$ cat config.mk
export PLATFORM = sky130hd
export DESIGN_NAME = dlpm_mul
export DESIGN_NICKNAME = d
export VERILOG_FILES = /design/src/hw/rtl/dlpm_pkg.sv /design/src/hw/rtl/dlpm_mul.sv
export SDC_FILE = /design/constraint.sdc
export NUM_CORES = 1
export LEC_CHECK = 0
export ABC_CLOCK_PERIOD_IN_PS = 3550
export BUFFER_PORTS_ARGS = -buffer_cell sky130_fd_sc_hd__buf_2
export CAP_MARGIN = 0
export CORE_ASPECT_RATIO = 0.9
export CORE_MARGIN = 5
export CORE_UTILIZATION = 40
export CTS_CLUSTER_SIZE = 24
export DETAILED_ROUTE_END_ITERATION = 10
export PLACE_DENSITY_LB_ADDON = 0.12
export SYNTH_ARGS = -nofsm -noshare
export SYNTH_HDL_FRONTEND = slang
export SYNTH_SLANG_ARGS = --single-unit
$ cat constraint.sdc
create_clock -name clock -period 3.55 [get_ports clock]
set_clock_uncertainty 0.15 [all_clocks]
set_input_delay 0 -clock clock [delete_from_list [all_inputs] [get_ports clock]]
set_output_delay 0 -clock clock [all_outputs]
set_load 0.005 [all_outputs]
$ cat src/hw/rtl/dlpm_pkg.sv
package dlpm_pkg;

   localparam int SAMPLE_W        = 24;
   localparam int FRAC_B          = SAMPLE_W - 1;
   localparam int DELAY_DEPTH_DEF = 4096;
   localparam int BASE_OFFSET_DEF = 1024;
   localparam int GATE_LSB        = (1 << FRAC_B) / 1000000;

   // shift-add multiplier: signed A, unsigned B taken one bit per cycle
   localparam int MUL_A_W   = 30;
   localparam int MUL_B_W   = 26;
   localparam int MUL_H_W   = 32;
   localparam int MUL_P_W   = MUL_H_W + MUL_B_W;
   localparam int MUL_CNT_W = $clog2(MUL_B_W);

   localparam int MOD_W       = 29;
   localparam int WET_W       = 30;
   localparam int IP_W        = 19;
   localparam int GOAL_W      = 18;
   localparam int DEPTH_SHIFT = 22;
   localparam int DEPTH_W     = GOAL_W + DEPTH_SHIFT;
   localparam int STEP_W      = DEPTH_W + 1;
   localparam int DIV_CNT_W   = $clog2(DEPTH_W);

   localparam int CSR_INDEX_W = 3;
   localparam int CSR_DATA_W  = 18;

   typedef enum logic [CSR_INDEX_W-1:0] {
      CSR_CARRIER_GAIN   = 3'd0,
      CSR_MODULATOR_GAIN = 3'd1,
      CSR_WET_AMOUNT     = 3'd2,
      CSR_DEPTH_TARGET   = 3'd3,
      CSR_MODE_SELECT    = 3'd4,
      CSR_RAMP_STEPS     = 3'd5
   } csr_index_type;

   // round(v / 2^s), halves away from zero
   function automatic logic signed [MUL_P_W-1:0] round_shift(
      input logic signed [MUL_P_W-1:0] v,
      input int                        s);
      logic signed [MUL_P_W:0] half;
      logic signed [MUL_P_W:0] t;
      half = '0;
      half[s-1] = 1'b1;
      t = {v[MUL_P_W-1], v} + half;
      if (v[MUL_P_W-1]) begin
         t = t - $signed({{MUL_P_W{1'b0}}, 1'b1});
      end
      t = t >>> s;
      return t[MUL_P_W-1:0];
   endfunction

   function automatic logic signed [SAMPLE_W-1:0] saturate(
      input logic signed [MUL_P_W-1:0] v);
      logic signed [MUL_P_W-1:0] hi_lim;
      logic signed [MUL_P_W-1:0] lo_lim;
      hi_lim = $signed({{(MUL_P_W-SAMPLE_W+1){1'b0}}, {(SAMPLE_W-1){1'b1}}});
      lo_lim = $signed({{(MUL_P_W-SAMPLE_W+1){1'b1}}, {(SAMPLE_W-1){1'b0}}});
      if (v > hi_lim) begin
         return hi_lim[SAMPLE_W-1:0];
      end
      if (v < lo_lim) begin
         return lo_lim[SAMPLE_W-1:0];
      end
      return v[SAMPLE_W-1:0];
   endfunction

endpackage

$ cat src/hw/rtl/dlpm_mul.sv
module dlpm_mul (
   input  logic                                 clock,
   input  logic                                 reset,
   input  logic                                 start,
   input  logic signed [dlpm_pkg::MUL_A_W-1:0]  a,
   input  logic        [dlpm_pkg::MUL_B_W-1:0]  b,
   output logic                                 done,
   output logic signed [dlpm_pkg::MUL_P_W-1:0]  product
);
   import dlpm_pkg::*;

   logic signed [MUL_A_W-1:0] a_ff;
   logic signed [MUL_H_W-1:0] hi_ff;
   logic        [MUL_B_W-1:0] lo_ff;
   logic [MUL_CNT_W-1:0]      cnt_ff;
   logic                      busy_ff;
   logic                      done_ff;
   logic signed [MUL_H_W-1:0] sum;

   always_comb begin
      sum = hi_ff;
      if (lo_ff[0]) begin
         sum = hi_ff + $signed({{(MUL_H_W-MUL_A_W){a_ff[MUL_A_W-1]}}, a_ff});
      end
   end

   always_ff @(posedge clock) begin
      if (reset) begin
         busy_ff <= 1'b0;
         done_ff <= 1'b0;
         cnt_ff  <= '0;
      end else begin
         done_ff <= 1'b0;
         if (start) begin
            busy_ff <= 1'b1;
            cnt_ff  <= '0;
         end else if (busy_ff) begin
            cnt_ff <= cnt_ff + 1'b1;
            if (cnt_ff == MUL_CNT_W'(MUL_B_W - 1)) begin
               busy_ff <= 1'b0;
               done_ff <= 1'b1;
            end
         end
      end
   end

   // partial product shifts right one bit per cycle as multiplier bits retire
   always_ff @(posedge clock) begin
      if (start) begin
         a_ff  <= a;
         hi_ff <= '0;
         lo_ff <= b;
      end else if (busy_ff) begin
         hi_ff <= sum >>> 1;
         lo_ff <= {sum[0], lo_ff[MUL_B_W-1:1]};
      end
   end

   assign done    = done_ff;
   assign product = $signed({hi_ff, lo_ff});

endmodule

==> results.py, run 1 <==
metrics = {
    "run_status": {
        "outcome": "complete, no violations",
    },
    "power_and_ir_drop": {
        "seqPwrFrac_pct": 43.5,
        "powerDensity_nw_per_um2": 438,
        "pwr-share-clk_pct": 29.0,
        "switching_share_pct": 30.6,
        "combinationalPowerShare_pct": 27.5,
        "p_total_mw": 3.07,
        "p_leak_nw": 2.98,
        "worst_ir_drop_vdd_mv": 0.236,
        "p_int_mw": 2.13,
        "p_sw_mw": 0.939,
    },
    "yosys": {
        "ys_warn_count": 0,
        "synth_nets": 619,
        "synth_area_per_cell_sq_um": 10.4,
        "synth-edff-count": 56,
        "synth_cell_type_count": 65,
        "synth_area_sq_um": 5450,
        "synth_area_leaders": "edfxtp_1 (31%), dfxtp_1 (14%), ha_1 (7.6%), mux2_2 (5.4%), nor2_1 (3.7%)",
        "synth_top_area_share_pct": 30.9,
        "synth_cells": 526,
        "async_reset_ff_share_pct": 0,
        "synth-seq-cells": 94,
        "ys_seq_area_share_pct": 44.8,
        "synth-main-ff-cell": "edfxtp_1",
        "synth_top_cell_by_area": "edfxtp_1",
    },
    "critical_path": {
        "cp.arrival_ns": 2.81,
        "rr_worst_depth": 9,
        "startpoint_type": "register",
        "startpoint": "a_ff[0]$_DFFE_PP_",
        "r2r-start": "a_ff[0]$_DFFE_PP_",
        "critPathRequiredTime_ns": 3.67,
        "rrSetupSlack_ns": 0.86,
        "critPathCaptureType": "register",
        "r2r_end": "hi_ff[11]$_SDFFE_PP0P_",
        "path_max_fanout": 4,
        "critPathKind": "reg2reg",
    },
    "die": {
        "dieArea_sq_um": 16100,
        "die_w_um": 133,
        "rows": 40,
        "coreArea_sq_um": 13400,
        "fp.dieH_um": 121,
        "initial_utilization_pct": 40.8,
        "io_pins": 118,
    },
    "clock_tree": {
        "clock-root-buffer": "clkbuf_16",
        "numClockSinks": 94,
        "numCtsBuffers": 9,
        "clk_latency_ns": 0.35,
        "tritoncts": "built",
        "htree_levels": 3,
        "cts_max_path_buffers": 2,
        "clk_pin_slew_ns": 0.07,
    },
    "timing": {
        "max_slew_margin_pct": 56.2,
        "setup_viol": 0,
        "period_needed_ns": 2.69,
        "hold_ws_ns": 0.199,
        "min_period_over_period_pct": 75.9,
        "setup-tns-final_ns": 0,
        "hold_viol": 0,
        "rsz0062_at_grt": "no",
        "setup_ws_ns": 0.856,
        "timing.fmax_mhz": 371,
        "tightest_slew_ns": 0.656,
        "timing.final.max_slew_violations": 0,
    },
    "route": {
        "met2_length_mm": 6.35,
        "drc": 0,
        "num_vias": 4523,
        "viasPerCell": 5.25,
        "highest_layer": "met4",
        "met1_length_mm": 6.54,
        "wl_per_cell_um": 15.9,
        "ant_nets": 0,
        "drt_iter0_drc": 216,
        "routed_wl_mm": 13.7,
        "wl_met3_um": 693,
        "firstDrtPassIters": 5,
    },
    "place": {
        "dp_cells": 788,
        "placed_area_sq_um": 6170,
        "gp_congestion": 0.867,
        "dpl.hpwl_mm": 9.59,
        "dp_slack_ns": 0.854,
        "portBuffers": 117,
    },
    "hold_path": {
        "min_delay_path_depth": 3,
        "min-delay-path-class": "in2reg",
        "hp-start": "reset",
        "min_to": "busy_ff$_SDFF_PP0_",
    },
    "layout": {
        "mostFrequentLayoutCells": "buf_2 (116), dlygate4sd3_1 (58), edfxtp_1 (56)",
        "layout_commonest_cell": "buf_2",
        "fin_nets": 782,
        "num_antenna_cells": 0,
        "syn_to_final_growth_pct": 28.8,
        "drive_above_1_share_pct": 26.7,
        "postLayoutCoreUtil_pct": 52.5,
        "stdcell_count": 862,
        "final_area_sq_um": 7020,
    },
    "global_routing": {
        "grt_pass1_wl_mm": 22.4,
        "grt_max_degree": 58,
        "antenna_found_initial": 0,
        "first_global_vias": 4474,
        "grt_use_total_pct": 17.2,
        "grt_overflow": 0,
    },
    "job": {
        "drv_cap": 0,
    },
}
-- worst max path at each step --
stage	endpoint	cells after the start
final	hi_ff[11]$_SDFFE_PP0P_	9
after global routing	hi_ff[12]$_SDFFE_PP0P_	8
after CTS	hi_ff[12]$_SDFFE_PP0P_	8
after detailed placement	hi_ff[12]$_SDFFE_PP0P_	8
after global placement	hi_ff[12]$_SDFFE_PP0P_	8
after floorplan	hi_ff[23]$_SDFFE_PP0P_	9
-- power groups by stage --
| stage | Combinational [mW] | Clock (mW) | Sequential, mW |
|---|---|---|---|
| 3_3_place_gp | 0.789 | 0 | 1.36 |
| 3_5_place_dp | 0.792 | 0 | 1.36 |
| 4_1_cts | 0.847 | 0.928 | 1.34 |
| 6_report | 0.845 | 0.889 | 1.34 |
| 5_1_grt | 0.936 | 0.978 | 1.35 |
| 2_1_floorplan | 0.562 | 0 | 1.35 |
-- area by class of cell --
cell class | count | area [sq um]
Fill cell | 1204 | 6350
Multi-Input combinational cell | 390 | 2830
Sequential cell | 94 | 2440
Timing Repair Buffer | 178 | 1200
Clock buffer | 10 | 229
Tap cell | 168 | 210
Inverter | 16 | 60.1
Clock inverter | 6 | 38.8
-- synthesized netlist by cell type, drive strengths merged, types with 5 or more instances --
master / number
edfxtp: 56
nor2: 53
a21oi: 41
dfxtp: 38
nand2: 36
ha: 33
mux2: 26
o21ai: 24
a211oi: 18
mux2i: 17
xnor2: 17
inv: 16
a21o: 15
clkbuf: 15
xor2: 12
buf: 11
nand4: 10
nor3: 9
o211ai: 8
nand3: 7
a31oi: 5
and3: 5
o22ai: 5
-- what timing repair did --
action / CTS / global route
gates resized for setup: 0 / 0
hold buffers: 58 / 0
endpoints found under the hold margin: 66 / 0
endpoints found under the setup margin: 0 / 0
buffers inserted: 0 / 0
-- logic make-up after synthesis --
logic type	Yosys count	synth area share, %
AO/OA/AOI/OAI	145	18.9
XOR/XNOR	29	4.66
adder cells (fa/ha/maj)	34	7.95
buffers and inverters	42	3.17
flip-flops	94	44.8
multiplexers	43	8.50
AND/OR/NAND/NOR	139	12.0
-- layer usage --
metal	global-route usage, %	vias to the layer above
li1	-	2289
met1	23.7	2116
met2	26.9	107
met3	4.16	11
met4	4.87	0
met5	0	-
-- state kept, by name (all words and copies together), names as in the netlist --
signal   count
hi_ff       31
a_ff        30
lo_ff       26
cnt_ff       5
busy_ff      1
done         1
-- worst max-delay path, stage by stage, from the launching register on --
cell and delay [ns]:
edfxtp_1 0.38, ha_1 0.22, fa_1 0.42, a21o_1 0.23
nor3b_1 0.17, or2_4 0.28, a21boi_0 0.27, xnor2_1 0.16
mux2i_1 0.10, a211oi_1 0.23
(Power assumes the default switching activity.)
==> inputs of run 2 (changes only) <==
--- a/config.mk
+++ b/config.mk
@@ -5,7 +5,7 @@
 export SDC_FILE = /design/constraint.sdc
 export NUM_CORES = 1
 export LEC_CHECK = 0
-export ABC_CLOCK_PERIOD_IN_PS = 3550
+export ABC_CLOCK_PERIOD_IN_PS = 2300
 export BUFFER_PORTS_ARGS = -buffer_cell sky130_fd_sc_hd__buf_2
 export CAP_MARGIN = 0
 export CORE_ASPECT_RATIO = 0.9
==> constraint.sdc (replaced) <==
create_clock -name clock -period 2.3 [get_ports clock]
set_clock_uncertainty 0.15 [all_clocks]
set_input_delay 0 -clock clock [delete_from_list [all_inputs] [get_ports clock]]
set_output_delay 0 -clock clock [all_outputs]
set_load 0.005 [all_outputs]
==> run 2 against run 1 <==
Against the previous run: the flow now finishes with violations (setup timing); cell area rose by 18%; non-clock buffer count is 100 higher; routed wire length up 12%; die area is the same; sequential cell count did not move; power is 82% higher; combinational power up 120%; clock power increased by 86%; setup slack worse by 1.1 ns; critical path depth is the same; hold slack better by 0.0077 ns.
==> results.py, run 2 (synthesized netlist as in run 1, its figures left out) <==
metrics = {
    "run_status": {
        "outcome": "complete, but fails checks",
        "violations": "setup timing",
    },
    "critical_path": {
        "critPathCaptureType": "register",
        "critPathKind": "reg2reg",
        "r2r_end": "hi_ff[23]$_SDFFE_PP0P_",
        "path_max_fanout": 4,
        "critPathRequiredTime_ns": 2.39,
        "rrSetupSlack_ns": -0.20,
        "cp.arrival_ns": 2.60,
        "rr_worst_depth": 9,
        "r2r-start": "a_ff[0]$_DFFE_PP_",
        "startpoint_type": "register",
    },
    "route": {
        "num_vias": 4986,
        "routed_wl_mm": 15.4,
        "viasPerCell": 5.18,
        "ant_nets": 0,
        "drt_iter0_drc": 275,
        "wl_per_cell_um": 16.0,
        "drc": 0,
        "firstDrtPassIters": 7,
    },
    "global_routing": {
        "first_global_vias": 5014,
        "grt_max_degree": 44,
        "grt_overflow": 0,
        "grt_pass1_wl_mm": 24.8,
        "grt_use_total_pct": 19.0,
        "antenna_found_initial": 0,
    },
    "die": {
        "rows": 40,
        "coreArea_sq_um": 13400,
        "die_w_um": 133,
        "fp.dieH_um": 121,
        "dieArea_sq_um": 16100,
        "io_pins": 118,
        "initial_utilization_pct": 40.8,
    },
    "layout": {
        "largest_registers": "hi_ff (31), a_ff (30), lo_ff (26)",
        "regMostFlops": "hi_ff",
        "register_area_sq_um": 2440,
        "num_antenna_cells": 0,
        "nFillCells": 1106,
        "syn_to_final_growth_pct": 52.2,
        "fin_nets": 882,
        "multi_input_area_sq_um": 3270,
        "largest_register_ffs": 31,
        "layout_commonest_cell": "buf_2",
        "drive_above_1_share_pct": 42.2,
        "mostFrequentLayoutCells": "buf_2 (116), buf_4 (96), dlygate4sd3_1 (58)",
        "postLayoutCoreUtil_pct": 62.0,
    },
    "timing": {
        "setup-tns-final_ns": -2.40,
        "rsz0062_at_grt": "yes",
        "max_slew_margin_pct": 58.0,
        "hold_ws_ns": 0.206,
        "tightest_slew_ns": 0.630,
        "timing.final.max_slew_violations": 0,
        "min_period_over_period_pct": 109,
        "timing.fmax_mhz": 399,
        "period_needed_ns": 2.50,
        "hold_viol": 0,
        "setup_viol": 24,
        "setup_ws_ns": -0.204,
    },
    "place": {
        "gp_congestion": 0.866,
        "portBuffers": 117,
        "dp_slack_ns": -0.217,
        "dpl.hpwl_mm": 10.6,
    },
    "hold_path": {
        "hp-start": "a[22]",
        "min_to": "a_ff[22]$_DFFE_PP_",
        "min-delay-path-class": "in2reg",
        "min_delay_path_depth": 2,
    },
    "power_and_ir_drop": {
        "powerDensity_nw_per_um2": 672,
        "p_leak_nw": 3.60,
        "worst_ir_drop_vdd_mv": 0.506,
    },
    "clock_tree": {
        "cts_max_path_buffers": 2,
        "tritoncts": "built",
        "clock-root-buffer": "clkbuf_16",
        "numCtsBuffers": 9,
        "clk_latency_ns": 0.35,
        "htree_levels": 3,
        "clk_pin_slew_ns": 0.07,
        "numClockSinks": 94,
    },
    "job": {
        "drv_cap": 0,
    },
}
-- run 2: cell count changes in the layout (fill, tap and decap cells not counted), sizes merged --
cell / delta
clkinvlp: +2
clkbuf: -1
bufinv: +2
buf: +100
clkinv: -3
-- run 2: stage by stage --
stage	instances	area [sq um]	power (mW)
6_report	962	8290	5.57
2_1_floorplan	526	5450	2.95
4_1_cts	955	7960	5.45
3_5_place_dp	869	6780	3.57
5_1_grt	962	8290	5.88
3_3_place_gp	869	6780	3.56
-- run 2: what timing repair did --
item	4_1_cts	5_1_grt
resized for setup	32	42
endpoints found under the hold margin	76	0
pin swaps	38	39
setup endpoints to repair	24	26
setup buffers	13	9
hold buffers	58	0
-- run 2: layout make-up --
cell class                      count  share of cell area, %
Inverter                           16                  0.724
Timing Repair Buffer              278                   23.9
Clock inverter                      7                   1.18
Multi-Input combinational cell    390                   39.5
Tap cell                          168                   2.54
Clock buffer                        9                   2.72
Sequential cell                    94                   29.5
-- run 2: worst max path at each step --
| stage | from | endpoint | slack (ns) |
|---|---|---|---|
| finish | a_ff[0]$_DFFE_PP_ | hi_ff[23]$_SDFFE_PP0P_ | -0.20 |
| floorplan | a_ff[4]$_DFFE_PP_ | hi_ff[23]$_SDFFE_PP0P_ | -0.08 |
| detailed placement | a_ff[0]$_DFFE_PP_ | hi_ff[25]$_SDFFE_PP0P_ | -0.22 |
| global placement | a_ff[0]$_DFFE_PP_ | hi_ff[25]$_SDFFE_PP0P_ | -0.18 |
| CTS | a_ff[0]$_DFFE_PP_ | hi_ff[23]$_SDFFE_PP0P_ | -0.20 |
| global route | a_ff[6]$_DFFE_PP_ | hi_ff[25]$_SDFFE_PP0P_ | -0.30 |
-- run 2: power breakdown --
group          internal, mW  total [mW]  switching, mW
clock                 0.957        1.65          0.691
sequential             1.95        2.05          0.101
combinational         0.974        1.87          0.899
total                  3.88        5.57           1.69
-- run 2: worst max-delay path: stages, from the launching register on --
cell	delay, ns
edfxtp_1	0.38
ha_2	0.20
fa_2	0.35
a21o_1	0.20
nor3b_1	0.16
or2_4	0.28
nand3_4	0.09
a21oi_2	0.07
or3_1	0.31
a31o_1	0.21
-- run 2: layer usage --
metal / track usage [%] / up-vias / part of all wire, %
met4: 5.91 / 0 / 1.4
met1: 26.0 / 2367 / 46
met2: 30.0 / 122 / 47
li1: - / 2481 / -
met3: 4.03 / 16 / 5.3
met5: 0 / - / 0
